**src/rtl/seven_segment_temperature_driver_unit_assert.svh**
```systemverilog
// Assertion macros for the RTL of the display driver unit, included by ssd_back.
`ifndef SEVEN_SEGMENT_TEMPERATURE_DRIVER_UNIT_ASSERT_SVH
`define SEVEN_SEGMENT_TEMPERATURE_DRIVER_UNIT_ASSERT_SVH

// The consequent must hold in the same cycle as the antecedent.
`define SSD_ASSERT_IMP(label, clk, rst_n, ante, cons) \
    label: assert property (@(posedge clk) disable iff (!rst_n) (ante) |-> (cons)) \
        else $error("ssd assertion failed");

// The consequent must hold in the cycle after the antecedent.
`define SSD_ASSERT_NEXT(label, clk, rst_n, ante, cons) \
    label: assert property (@(posedge clk) disable iff (!rst_n) (ante) |=> (cons)) \
        else $error("ssd assertion failed");

`endif

```
**src/rtl/ssd_pkg.sv**
```systemverilog
`timescale 1ns / 1ps
`default_nettype none

package ssd_pkg;

    // Sizing defaults.
    localparam int DISPLAY_COUNT_DEFAULT = 3;
    localparam int QUEUE_DEPTH_DEFAULT   = 2;

    // Configuration port.
    localparam int PADDR_W = 2;
    localparam int PDATA_W = 32;
    localparam int BRIGHT_W = 3;
    localparam logic [BRIGHT_W-1:0] BRIGHTNESS_RESET = 3'd4;
    localparam logic [PADDR_W-1:0]  ADDR_BRIGHTNESS  = 2'd0;

    // Command bytes.
    localparam logic [7:0] CMD_DATA = 8'h40;
    localparam logic [7:0] CMD_ADDR = 8'hC0;
    localparam logic [7:0] CMD_CTRL = 8'h88;

    // Segment patterns for non-digit characters.
    localparam logic [7:0] SEG_NONE = 8'h00;
    localparam logic [7:0] SEG_DASH = 8'h40;
    localparam logic [7:0] SEG_LC   = 8'h39;
    localparam logic [7:0] SEG_LE   = 8'h79;
    localparam logic [7:0] SEG_LR   = 8'h50;

    // Frame lengths.
    localparam logic [2:0] BYTES_NONE = 3'd0;
    localparam logic [2:0] BYTES_CMD  = 3'd1;
    localparam logic [2:0] BYTES_ADDR = 3'd5;

    // Temperature limits in whole degrees.
    localparam logic [12:0] TEMP_MAX_POS = 13'd1023;
    localparam logic [12:0] TEMP_MAX_NEG = 13'd99;

    typedef enum logic [2:0] {
        ACT_INIT      = 3'd0,
        ACT_SHOW_TEMP = 3'd1,
        ACT_SHOW_ERR  = 3'd2,
        ACT_BRIGHT    = 3'd3,
        ACT_DEINIT    = 3'd4
    } action_t;

    typedef enum logic [1:0] {
        ST_OK        = 2'd0,
        ST_BAD_ARG   = 2'd1,
        ST_NOT_READY = 2'd2
    } status_t;

    // Work classes handed from the front to the back.
    typedef enum logic [1:0] {
        JOB_STATUS = 2'd0,
        JOB_SHOW   = 2'd1,
        JOB_SWEEP  = 2'd2,
        JOB_BRIGHT = 2'd3
    } job_kind_t;

    // Frame within one display update.
    typedef enum logic [1:0] {
        PH_DATA = 2'd0,
        PH_ADDR = 2'd1,
        PH_CTRL = 2'd2
    } phase_t;

    typedef struct packed {
        logic [2:0]         action;
        logic [1:0]         display_sel;
        logic signed [15:0] temperature_sixteenths;
    } cmd_t;

    typedef struct packed {
        logic [1:0] display_index;
        logic [2:0] byte_count;
        logic [7:0] frame_byte0;
        logic [7:0] frame_byte1;
        logic [7:0] frame_byte2;
        logic [7:0] frame_byte3;
        logic [7:0] frame_byte4;
        status_t    status;
        logic       last;
    } frame_t;

    typedef struct packed {
        job_kind_t       kind;
        logic [1:0]      disp;
        logic [3:0][7:0] seg;
        status_t         status;
    } job_t;

    // Segment pattern of a decimal digit.
    function automatic logic [7:0] seg_of_digit(input logic [3:0] d);
        logic [7:0] s;
        unique case (d)
            4'd0:    s = 8'h3F;
            4'd1:    s = 8'h06;
            4'd2:    s = 8'h5B;
            4'd3:    s = 8'h4F;
            4'd4:    s = 8'h66;
            4'd5:    s = 8'h6D;
            4'd6:    s = 8'h7D;
            4'd7:    s = 8'h07;
            4'd8:    s = 8'h7F;
            4'd9:    s = 8'h6F;
            default: s = SEG_NONE;
        endcase
        return s;
    endfunction

endpackage

`default_nettype wire

```
**src/rtl/seven_segment_temperature_driver_unit.sv**
```systemverilog
`timescale 1ns / 1ps
`default_nettype none

// Channel   Direction  Handshake            Payload
// cmd       in         cmd_valid/cmd_stall  cmd_t: action, display_sel, temperature
// frame     out        frame_valid/stall    frame_t: one command frame or status
// apb       in/out     psel/penable/pready  brightness register at address 0
//
// Frames leave the output register back to back while jobs wait and the output
// does not stall; an init, or a deinit of three ready displays, gives nine frames, a show three.
// A command is decoded into front stage one, and its digits are split as it is pushed to the queue.
// The front takes a new command every cycle while the queue has room.
// Reset clears all display ready flags and sets brightness to 4.
// A stalled output holds its frame; the queue lets the front keep working.

module seven_segment_temperature_driver_unit
    import ssd_pkg::*;
#(
    parameter int DISPLAY_COUNT = DISPLAY_COUNT_DEFAULT,
    parameter int QUEUE_DEPTH   = QUEUE_DEPTH_DEFAULT
)
(
    input  wire logic               clk,
    input  wire logic               rst_n,
    input  wire logic               cmd_valid,
    output logic                    cmd_stall,
    input  wire cmd_t               cmd,
    output logic                    frame_valid,
    input  wire logic               frame_stall,
    output frame_t                  frame,
    input  wire logic               psel,
    input  wire logic               penable,
    input  wire logic               pwrite,
    input  wire logic [PADDR_W-1:0] paddr,
    input  wire logic [PDATA_W-1:0] pwdata,
    output logic [PDATA_W-1:0]      prdata,
    output logic                    pready
);

    localparam int QW = $bits(job_t) + DISPLAY_COUNT;

    logic [BRIGHT_W-1:0]      brightness_reg;
    logic                     bright_wr;
    logic                     job_push;
    job_t                     job;
    logic [DISPLAY_COUNT-1:0] job_mask;
    logic                     queue_full;
    logic                     head_pop;
    logic                     head_valid;
    logic [QW-1:0]            head_data;
    job_t                     head_job;
    logic [DISPLAY_COUNT-1:0] head_mask;

    // Brightness register.
    assign pready    = 1'b1;
    assign bright_wr = psel && penable && pwrite && pready && (paddr == ADDR_BRIGHTNESS);
    assign prdata    = (paddr == ADDR_BRIGHTNESS) ? PDATA_W'(brightness_reg) : '0;

    always_ff @(posedge clk or negedge rst_n)
    begin
        if (!rst_n)
        begin
            brightness_reg <= BRIGHTNESS_RESET;
        end
        else if (bright_wr)
        begin
            brightness_reg <= pwdata[BRIGHT_W-1:0];
        end
    end

    // Front: accept and classify.
    ssd_front #(
        .DISPLAY_COUNT (DISPLAY_COUNT)
    ) u_front (
        .clk        (clk),
        .rst_n      (rst_n),
        .cmd_valid  (cmd_valid),
        .cmd_stall  (cmd_stall),
        .cmd        (cmd),
        .job_push   (job_push),
        .job        (job),
        .job_mask   (job_mask),
        .queue_full (queue_full)
    );

    // Job queue between front and back.
    ssd_queue #(
        .DEPTH (QUEUE_DEPTH),
        .WIDTH (QW)
    ) u_queue (
        .clk        (clk),
        .rst_n      (rst_n),
        .push       (job_push),
        .push_data  ({job, job_mask}),
        .full       (queue_full),
        .pop        (head_pop),
        .head_data  (head_data),
        .head_valid (head_valid)
    );

    assign head_job  = job_t'(head_data[QW-1:DISPLAY_COUNT]);
    assign head_mask = head_data[DISPLAY_COUNT-1:0];

    // Back: frame generation.
    ssd_back #(
        .DISPLAY_COUNT (DISPLAY_COUNT)
    ) u_back (
        .clk         (clk),
        .rst_n       (rst_n),
        .brightness  (brightness_reg),
        .head_valid  (head_valid),
        .head_job    (head_job),
        .head_mask   (head_mask),
        .head_pop    (head_pop),
        .frame_valid (frame_valid),
        .frame_stall (frame_stall),
        .frame       (frame)
    );

endmodule

`default_nettype wire

```
**src/rtl/ssd_front.sv**
```systemverilog
`timescale 1ns / 1ps
`default_nettype none

module ssd_front
    import ssd_pkg::*;
#(
    parameter int DISPLAY_COUNT = DISPLAY_COUNT_DEFAULT
)
(
    input  wire logic                     clk,
    input  wire logic                     rst_n,
    input  wire logic                     cmd_valid,
    output logic                          cmd_stall,
    input  wire cmd_t                     cmd,
    output logic                          job_push,
    output job_t                          job,
    output logic [DISPLAY_COUNT-1:0]      job_mask,
    input  wire logic                     queue_full
);

    localparam int IW = (DISPLAY_COUNT > 1) ? $clog2(DISPLAY_COUNT) : 1;

    logic                     accept;
    logic [DISPLAY_COUNT-1:0] ready_reg;
    logic [DISPLAY_COUNT-1:0] ready_next;
    logic                     s1_valid_reg;
    logic                     s1_valid_next;

    // Stage one payload.
    job_kind_t                s1_kind_reg;
    logic [1:0]               s1_disp_reg;
    status_t                  s1_status_reg;
    logic [DISPLAY_COUNT-1:0] s1_mask_reg;
    logic                     s1_err_reg;
    logic                     s1_neg_reg;
    logic [9:0]               s1_t_reg;
    logic [6:0]               s1_q1_reg;
    logic [3:0]               s1_q2_reg;

    // Decode results.
    job_kind_t                dec_kind;
    status_t                  dec_status;
    logic [DISPLAY_COUNT-1:0] dec_mask;
    logic                     dec_err;
    logic                     sel_bad;
    logic [IW-1:0]            sel_idx;

    // Rounding and digit split.
    logic                     neg;
    logic [15:0]              mag;
    logic [16:0]              mag_rnd;
    logic [12:0]              t_full;
    logic                     err_t;
    logic [9:0]               t10;
    logic [17:0]              q1_prod;
    logic [15:0]              q2_prod;

    // Item is taken unless stage one is held by a full queue.
    assign cmd_stall = s1_valid_reg && queue_full;
    assign accept    = cmd_valid && !cmd_stall;
    assign job_push  = s1_valid_reg && !queue_full;

    // Round to whole degrees, half away from zero, and split off tens and hundreds.
    always_comb
    begin
        neg     = cmd.temperature_sixteenths[15];
        mag     = neg ? (16'd0 - cmd.temperature_sixteenths) : cmd.temperature_sixteenths;
        mag_rnd = {1'b0, mag} + 17'd8;
        t_full  = mag_rnd[16:4];
        err_t   = neg ? (t_full > TEMP_MAX_NEG) : (t_full > TEMP_MAX_POS);
        t10     = t_full[9:0];
        // Reciprocal multiplies are exact for values up to 1023.
        q1_prod = 18'(t10) * 18'd205;
        q2_prod = 16'(t10) * 16'd41;
    end

    // Classify the command and update the ready flags in command order.
    always_comb
    begin
        sel_bad    = (cmd.display_sel == 2'd0) || (4'(cmd.display_sel) > 4'(DISPLAY_COUNT));
        sel_idx    = IW'(cmd.display_sel - 2'd1);
        ready_next = ready_reg;
        dec_kind   = JOB_STATUS;
        dec_status = ST_BAD_ARG;
        dec_mask   = ready_reg;
        dec_err    = 1'b1;
        unique case (cmd.action)
            ACT_INIT:
            begin
                dec_kind   = JOB_SWEEP;
                dec_status = ST_OK;
                dec_mask   = '1;
                ready_next = '1;
            end
            ACT_SHOW_TEMP, ACT_SHOW_ERR:
            begin
                if (sel_bad)
                begin
                    dec_status = ST_BAD_ARG;
                end
                else if (!ready_reg[sel_idx])
                begin
                    dec_status = ST_NOT_READY;
                end
                else
                begin
                    dec_kind   = JOB_SHOW;
                    dec_status = ST_OK;
                    dec_err    = (cmd.action == ACT_SHOW_ERR) || err_t;
                end
            end
            ACT_BRIGHT:
            begin
                dec_kind   = JOB_BRIGHT;
                dec_status = ST_OK;
            end
            ACT_DEINIT:
            begin
                dec_kind   = (ready_reg == '0) ? JOB_STATUS : JOB_SWEEP;
                dec_status = ST_OK;
                ready_next = '0;
            end
            default:
            begin
                dec_status = ST_BAD_ARG;
            end
        endcase
    end

    // Stage one occupancy.
    always_comb
    begin
        if (accept)
        begin
            s1_valid_next = 1'b1;
        end
        else if (job_push)
        begin
            s1_valid_next = 1'b0;
        end
        else
        begin
            s1_valid_next = s1_valid_reg;
        end
    end

    // Control state.
    always_ff @(posedge clk or negedge rst_n)
    begin
        if (!rst_n)
        begin
            s1_valid_reg <= 1'b0;
            ready_reg    <= '0;
        end
        else
        begin
            s1_valid_reg <= s1_valid_next;
            if (accept)
            begin
                ready_reg <= ready_next;
            end
        end
    end

    // Stage one payload.
    always_ff @(posedge clk)
    begin
        if (accept)
        begin
            s1_kind_reg   <= dec_kind;
            s1_disp_reg   <= cmd.display_sel;
            s1_status_reg <= dec_status;
            s1_mask_reg   <= dec_mask;
            s1_err_reg    <= dec_err;
            s1_neg_reg    <= neg;
            s1_t_reg      <= t10;
            s1_q1_reg     <= q1_prod[17:11];
            s1_q2_reg     <= q2_prod[15:12];
        end
    end

    // Stage two: digits and segment bytes.
    logic [9:0] q1_x10;
    logic [9:0] d0_w;
    logic [6:0] q2_x10;
    logic [6:0] d1_w;
    logic [3:0] d0;
    logic [3:0] d1;
    logic [3:0] d2;

    always_comb
    begin
        q1_x10 = 10'(s1_q1_reg) * 10'd10;
        d0_w   = s1_t_reg - q1_x10;
        q2_x10 = 7'(s1_q2_reg) * 7'd10;
        d1_w   = s1_q1_reg - q2_x10;
        d0     = d0_w[3:0];
        d1     = d1_w[3:0];
        d2     = (s1_q2_reg >= 4'd10) ? (s1_q2_reg - 4'd10) : s1_q2_reg;

        job.kind   = s1_kind_reg;
        job.disp   = s1_disp_reg;
        job.status = s1_status_reg;
        job.seg    = {SEG_NONE, SEG_NONE, SEG_NONE, SEG_NONE};
        if (s1_kind_reg == JOB_SHOW)
        begin
            if (s1_err_reg)
            begin
                job.seg = {SEG_NONE, SEG_LR, SEG_LR, SEG_LE};
            end
            else
            begin
                job.seg[3] = SEG_LC;
                job.seg[2] = seg_of_digit(d0);
                job.seg[1] = (s1_t_reg >= 10'd10) ? seg_of_digit(d1) : SEG_NONE;
                if (s1_neg_reg && (s1_t_reg != 10'd0))
                begin
                    job.seg[0] = SEG_DASH;
                end
                else
                begin
                    job.seg[0] = (s1_t_reg >= 10'd100) ? seg_of_digit(d2) : SEG_NONE;
                end
            end
        end
        job_mask = s1_mask_reg;
    end

endmodule

`default_nettype wire

```
**src/rtl/ssd_queue.sv**
```systemverilog
`timescale 1ns / 1ps
`default_nettype none

module ssd_queue
    import ssd_pkg::*;
#(
    parameter int DEPTH = QUEUE_DEPTH_DEFAULT,
    parameter int WIDTH = 8
)
(
    input  wire logic             clk,
    input  wire logic             rst_n,
    input  wire logic             push,
    input  wire logic [WIDTH-1:0] push_data,
    output logic                  full,
    input  wire logic             pop,
    output logic [WIDTH-1:0]      head_data,
    output logic                  head_valid
);

    localparam int PW = (DEPTH > 1) ? $clog2(DEPTH) : 1;
    localparam int CW = $clog2(DEPTH + 1);

    logic [WIDTH-1:0] entry_reg [DEPTH];
    logic [PW-1:0]    wr_ptr_reg;
    logic [PW-1:0]    wr_ptr_next;
    logic [PW-1:0]    rd_ptr_reg;
    logic [PW-1:0]    rd_ptr_next;
    logic [CW-1:0]    count_reg;
    logic [CW-1:0]    count_next;
    logic             do_push;
    logic             do_pop;

    assign full       = (count_reg == CW'(DEPTH));
    assign head_valid = (count_reg != '0);
    assign head_data  = entry_reg[rd_ptr_reg];
    assign do_push    = push && !full;
    assign do_pop     = pop && head_valid;

    // Pointer and occupancy updates.
    always_comb
    begin
        wr_ptr_next = wr_ptr_reg;
        rd_ptr_next = rd_ptr_reg;
        count_next  = count_reg;
        if (do_push)
        begin
            wr_ptr_next = (wr_ptr_reg == PW'(DEPTH - 1)) ? '0 : wr_ptr_reg + PW'(1);
        end
        if (do_pop)
        begin
            rd_ptr_next = (rd_ptr_reg == PW'(DEPTH - 1)) ? '0 : rd_ptr_reg + PW'(1);
        end
        if (do_push && !do_pop)
        begin
            count_next = count_reg + CW'(1);
        end
        else if (do_pop && !do_push)
        begin
            count_next = count_reg - CW'(1);
        end
    end

    always_ff @(posedge clk or negedge rst_n)
    begin
        if (!rst_n)
        begin
            wr_ptr_reg <= '0;
            rd_ptr_reg <= '0;
            count_reg  <= '0;
        end
        else
        begin
            wr_ptr_reg <= wr_ptr_next;
            rd_ptr_reg <= rd_ptr_next;
            count_reg  <= count_next;
        end
    end

    // Entry storage.
    always_ff @(posedge clk)
    begin
        if (do_push)
        begin
            entry_reg[wr_ptr_reg] <= push_data;
        end
    end

endmodule

`default_nettype wire

```
**src/rtl/ssd_back.sv**
```systemverilog
`timescale 1ns / 1ps
`default_nettype none
`include "seven_segment_temperature_driver_unit_assert.svh"

module ssd_back
    import ssd_pkg::*;
#(
    parameter int DISPLAY_COUNT = DISPLAY_COUNT_DEFAULT
)
(
    input  wire logic                     clk,
    input  wire logic                     rst_n,
    input  wire logic [BRIGHT_W-1:0]      brightness,
    input  wire logic                     head_valid,
    input  wire job_t                     head_job,
    input  wire logic [DISPLAY_COUNT-1:0] head_mask,
    output logic                          head_pop,
    output logic                          frame_valid,
    input  wire logic                     frame_stall,
    output frame_t                        frame
);

    localparam int IW = (DISPLAY_COUNT > 1) ? $clog2(DISPLAY_COUNT) : 1;

    phase_t                   phase_reg;
    phase_t                   phase_next;
    logic [DISPLAY_COUNT-1:0] done_mask_reg;
    logic [DISPLAY_COUNT-1:0] done_mask_next;
    logic [IW-1:0]            idx_reg;
    logic [IW-1:0]            idx_next;
    logic                     out_valid_reg;
    frame_t                   out_reg;

    logic                     emit;
    frame_t                   frm;
    logic [DISPLAY_COUNT-1:0] eff_mask;
    logic [DISPLAY_COUNT-1:0] cur_onehot;
    logic [IW-1:0]            cur;
    logic [IW:0]              cur_disp;
    logic [IW:0]              idx_disp;
    logic [7:0]               ctrl_byte;

    assign emit        = head_valid && (!out_valid_reg || !frame_stall);
    assign frame_valid = out_valid_reg;
    assign frame       = out_reg;
    assign ctrl_byte   = CMD_CTRL | {5'd0, brightness};
    assign eff_mask    = head_mask & ~done_mask_reg;

    // Lowest display still waiting in a sweep.
    always_comb
    begin
        int i;
        cur = '0;
        for (i = DISPLAY_COUNT - 1; i >= 0; i--)
        begin
            if (eff_mask[i])
            begin
                cur = IW'(i);
            end
        end
        cur_onehot = DISPLAY_COUNT'(1) << cur;
        cur_disp   = {1'b0, cur} + (IW + 1)'(1);
        idx_disp   = {1'b0, idx_reg} + (IW + 1)'(1);
    end

    // Frame for the job at the queue head and progress through it.
    always_comb
    begin
        frm            = '0;
        frm.status     = ST_OK;
        phase_next     = phase_reg;
        done_mask_next = done_mask_reg;
        idx_next       = idx_reg;

        unique case (head_job.kind)
            JOB_STATUS:
            begin
                frm.status = head_job.status;
                frm.last   = 1'b1;
            end
            JOB_SHOW, JOB_SWEEP:
            begin
                frm.display_index = (head_job.kind == JOB_SHOW) ? head_job.disp : cur_disp[1:0];
                unique case (phase_reg)
                    PH_DATA:
                    begin
                        frm.byte_count  = BYTES_CMD;
                        frm.frame_byte0 = CMD_DATA;
                        phase_next      = PH_ADDR;
                    end
                    PH_ADDR:
                    begin
                        frm.byte_count  = BYTES_ADDR;
                        frm.frame_byte0 = CMD_ADDR;
                        if (head_job.kind == JOB_SHOW)
                        begin
                            frm.frame_byte1 = head_job.seg[0];
                            frm.frame_byte2 = head_job.seg[1];
                            frm.frame_byte3 = head_job.seg[2];
                            frm.frame_byte4 = head_job.seg[3];
                        end
                        phase_next = PH_CTRL;
                    end
                    PH_CTRL:
                    begin
                        frm.byte_count  = BYTES_CMD;
                        frm.frame_byte0 = ctrl_byte;
                        phase_next      = PH_DATA;
                        done_mask_next  = done_mask_reg | cur_onehot;
                        frm.last        = (head_job.kind == JOB_SHOW)
                                          || ((eff_mask & ~cur_onehot) == '0);
                    end
                    default:
                    begin
                        phase_next = PH_DATA;
                    end
                endcase
            end
            JOB_BRIGHT:
            begin
                if (head_mask[idx_reg])
                begin
                    frm.display_index = idx_disp[1:0];
                    frm.byte_count    = BYTES_CMD;
                    frm.frame_byte0   = ctrl_byte;
                    frm.last          = (idx_reg == IW'(DISPLAY_COUNT - 1));
                end
                else
                begin
                    frm.status = ST_NOT_READY;
                    frm.last   = 1'b1;
                end
                idx_next = idx_reg + IW'(1);
            end
            default:
            begin
                frm.last = 1'b1;
            end
        endcase

        // A finished job leaves the progress counters clear for the next one.
        if (frm.last)
        begin
            phase_next     = PH_DATA;
            done_mask_next = '0;
            idx_next       = '0;
        end
    end

    assign head_pop = emit && frm.last;

    // Progress state advances only when a frame is emitted.
    always_ff @(posedge clk or negedge rst_n)
    begin
        if (!rst_n)
        begin
            phase_reg     <= PH_DATA;
            done_mask_reg <= '0;
            idx_reg       <= '0;
            out_valid_reg <= 1'b0;
        end
        else
        begin
            if (emit)
            begin
                phase_reg     <= phase_next;
                done_mask_reg <= done_mask_next;
                idx_reg       <= idx_next;
                out_valid_reg <= 1'b1;
            end
            else if (!frame_stall)
            begin
                out_valid_reg <= 1'b0;
            end
        end
    end

    // Output register.
    always_ff @(posedge clk)
    begin
        if (emit)
        begin
            out_reg <= frm;
        end
    end

    // A sweep at the queue head always has a display left to update.
    `SSD_ASSERT_IMP(a_sweep_has_work, clk, rst_n, head_valid && head_job.kind == JOB_SWEEP, eff_mask != '0)
    // Ending a job clears all progress state.
    `SSD_ASSERT_NEXT(a_progress_clears, clk, rst_n, emit && frm.last, phase_reg == PH_DATA && done_mask_reg == '0 && idx_reg == '0)
    // An error status is always a lone status-only frame.
    `SSD_ASSERT_IMP(a_status_alone, clk, rst_n, frame_valid && frame.status != ST_OK, frame.last && frame.byte_count == BYTES_NONE && frame.display_index == 2'd0)
    // Mid-update phases of a show job never pop the queue.
    `SSD_ASSERT_IMP(a_no_early_pop, clk, rst_n, head_pop && (head_job.kind == JOB_SHOW), phase_reg == PH_CTRL)

endmodule

`default_nettype wire

```
**config.mk**
```make
export PLATFORM = sky130hd
export DESIGN_NAME = seven_segment_temperature_driver_unit
export DESIGN_NICKNAME = d
export VERILOG_FILES = /design/src/rtl/ssd_pkg.sv /design/src/rtl/seven_segment_temperature_driver_unit.sv /design/src/rtl/ssd_front.sv /design/src/rtl/ssd_queue.sv /design/src/rtl/ssd_back.sv
export VERILOG_INCLUDE_DIRS = /design/src /design/src/rtl
export SDC_FILE = /design/constraint.sdc
export NUM_CORES = 1
export LEC_CHECK = 0
export BUFFER_PORTS_ARGS = -buffer_cell sky130_fd_sc_hd__buf_2
export CAP_MARGIN = 20
export CORE_ASPECT_RATIO = 2
export CORE_UTILIZATION = 45
export DETAILED_ROUTE_END_ITERATION = 10
export PLACE_DENSITY = 0.66
export SKIP_CTS_REPAIR_TIMING = 1
export SLEW_MARGIN = 0
export SYNTH_ARGS = -nofsm -noshare
export SYNTH_HDL_FRONTEND = slang
export SYNTH_SLANG_ARGS = --single-unit
```
**constraint.sdc**
```tcl
create_clock -name clk -period 3.7 [get_ports clk]
set_clock_uncertainty 0.1 [all_clocks]
set_input_delay 0.185 -clock clk [delete_from_list [all_inputs] [get_ports clk]]
set_output_delay 0.185 -clock clk [all_outputs]
set_load 0.02 [all_outputs]
```
==> out/qor.txt <==
Placed cells = 1,235
Worst Hold Launch = cmd[19]
Async SR Flop Fraction = 0.124
Initial DRC count = 164
Slowest stage delay, CP = 0.55 ns
F_max = 0.188 GHz
Slew headroom = 0.512
# port buffers = 75
Post-synth top area share = 0.397
CORE AREA = 0.0198 mm^2
Cell row count = 73
Avg Synthesized Cell Area = 11.1 um^2
Final Worst Setup Slack = -1.61 ns
Final global-route overflow total = 0
Power Total = 9.14 mW
Met3 wire len = 410 um
Synth area leaders = edfxtp_1 40%, ha_1 15%, fa_1 5.1%, dfrtp_1 4.4%, inv_1 4.4%
# setup viols final = 9
TritonCTS clock tree = yes
Leading area contributor after synthesis = edfxtp_1
Pre-antenna DRT Iters = 4
Drt drc = 0
CTS root buf = clkbuf_16
YS warnings = 0
Sink Count = 137
Crit path DAT = 5.38 ns
WHS Endpoint = u_front.job_mask[1]$_SDFFCE_PP1P_
Die Width = 102 um
Register bit total from synthesis = 137
Main synth FF type = edfxtp_1
Vias per Instance = 4.90
Worst Tran Pin Value = 0.730 ns
Post-Route WL = 17,900 um
RR Endpoint = u_queue.count_reg[1]$_DFFE_PN0P_
Min-delay worst type = in2reg
Slew Viols, Final = 0
EDFF count, synth = 120
Routed met2 length = 11,000 um
Largest net degree at the start of global routing = 38
Clk_lat worst skew = 0.42 ns
CP Max Fanout = 6
PD cells = 803 mW/mm^2
DPL Wire Length = 14,300 um
Initial Utilization = 0.458
Crit path kind = in2reg
Non-filler instance count after layout = 1,286
Area Growth Syn to Fin = 25.6%
Max reg flops = 58
Failing checks = negative setup slack
Mapped Cells = 814
# diodes = 0
DRT antenna net count = 0
Number of H-tree levels = 4
Final Cycle Share = 1.44
Maxcap violations = 0
Deepest clock path buffer count = 2
Leak pwr = 5.23 nW
Hold path cells = 2
NumNets Final = 1,203
Element type at the critical path start = primary input
CP Capture Type = register
Routed via count = 6,300
Antenna violations before repair = 0
Top sig layer = met4
RSZ-0062 raised after global routing = true
Tmin final = 5.31 ns
Status = finished with violations
R2R Path Start = u_queue.rd_ptr_reg$_DFFE_PN0P_
Vias in the first global route = 6,295
Ports = 145
CP max-delay cell = or4_4
Die area = 0.0208 mm^2
First-pass GRT wire length = 28,800 um
Chip height = 203 um
Layout cell share with drive strength beyond 1 = 0.276
Seq/Total Area, Yosys = 0.444
Synth cell types = 69
Final GP Congestion = 0.909
Fin. Hold Viols = 0
R2R depth = 10
Clock slew at reported path FFs = 0.06 ns
DR WL/cell = 13.9 um
Cell area after synthesis = 0.00907 mm^2
Metal1 wirelength = 5760 um
Clock buffers created by TritonCTS = 17
Maximum vdd drop = 0.418 mV
Critical path data required time = 3.77 ns
Internal reg-to-reg setup slack = 0.67 ns
Total GRT Usage = 0.183
layout make-up:
class	count	area (um^2)
inverter	106	398
sequential	137	4030
timing repair buffer	199	1360
multi-input combinational	550	4680
clock buffer	17	425
fill	1668	8430
clock inverter	15	164
tap	262	328
worst max-delay path by stage:
stage | start | to | slack, ns | cells past startpoint
2_1_floorplan | cmd[3] | u_front.s1_q1_reg[3]$_DFFE_PP_ | -1.98 | 25
3_3_place_gp | cmd[3] | u_front.s1_q1_reg[3]$_DFFE_PP_ | -2.06 | 23
3_5_place_dp | cmd[3] | u_front.s1_q1_reg[3]$_DFFE_PP_ | -2.12 | 23
4_1_cts | cmd[3] | u_front.s1_q1_reg[3]$_DFFE_PP_ | -1.66 | 23
5_1_grt | cmd[3] | u_front.s1_q1_reg[2]$_DFFE_PP_ | -1.82 | 28
6_report | cmd[3] | u_front.s1_q1_reg[2]$_DFFE_PP_ | -1.61 | 25
cells in the final DEF (no fill, tap or decap), drive strengths merged, types with 30 or more instances in the layout:
cell type  Yosys  routed
buf           46     190
edfxtp       120     120
inv          106     112
ha           107     107
nor2          63      63
nand2         41      41
conb           2      40
a21oi         36      36
o21ai         32      32
mux2i         30      30
layer usage:
layer / vias up / global-route usage
met3: 43 / 0.0282
met4: 0 / 0.0964
met5: - / 0
li1: 3145 / -
met1: 3001 / 0.158
met2: 111 / 0.374
per-stage QoR:
stage	hold WS, ns	setup slack, ns	cell area [um^2]	util	setup TNS (ns)
4_1_cts	-0.409	-1.66	11000	0.554	-10.35
6_report	0.0440	-1.61	11400	0.575	-10.40
3_5_place_dp	0.0460	-2.12	10400	0.524	-14.31
2_1_floorplan	-0.211	-1.98	9290	-	-11.17
3_3_place_gp	0.0365	-2.06	10400	0.524	-13.90
5_1_grt	0.0438	-1.82	11400	0.575	-11.88
logic make-up after synthesis:
kind of cell / count (synthesis) / share of synthesized area
AO/OA/AOI/OAI: 121 / 0.0864
other: 2 / 0.000828
adder cells (fa/ha/maj): 131 / 0.199
AND/OR/NAND/NOR: 181 / 0.0974
buffers and inverters: 165 / 0.0862
XOR/XNOR: 41 / 0.0448
flip-flops: 137 / 0.444
multiplexers: 36 / 0.0406
Yosys cell counts (3+ instances only):
library cell and n:
nand3_1 10, mux2i_1 30, o22ai_1 4, a211o_1 3, inv_1 106, a21oi_1 36
nor3_1 13, buf_4 43, and3_1 4, clkbuf_1 13, o31ai_1 4, nand4_1 3
nand2_1 39, a21o_1 7, ha_1 107, edfxtp_1 120, nand2b_1 9, nor2_1 63
o21ai_0 31, xor2_1 15, o21a_1 4, or3_1 5, dfrtp_1 16, nor4_1 5
a31oi_1 5, and2_1 12, mux2_2 6, o41ai_1 3, or4_1 3, fa_1 23
xnor2_1 23
power by group:
part,switching [mW],total (mW),internal (mW),leakage (nW)
Combinational,2.71,4.87,2.16,3.58
Sequential,0.218,2.61,2.39,1.38
Clock,0.662,1.66,1.00,0.275
Total,3.59,9.14,5.55,5.23
critical path: cells and delay by family:
family / cells / cell delay, ns
AND/OR/NAND/NOR: 4 / 1.19
AO/OA/AOI/OAI: 5 / 0.59
XOR/XNOR: 3 / 0.49
buffers and inverters: 7 / 0.55
adder cells (fa/ha/maj): 6 / 2.35
No activity file was read; power rests on OpenSTA's default activity.
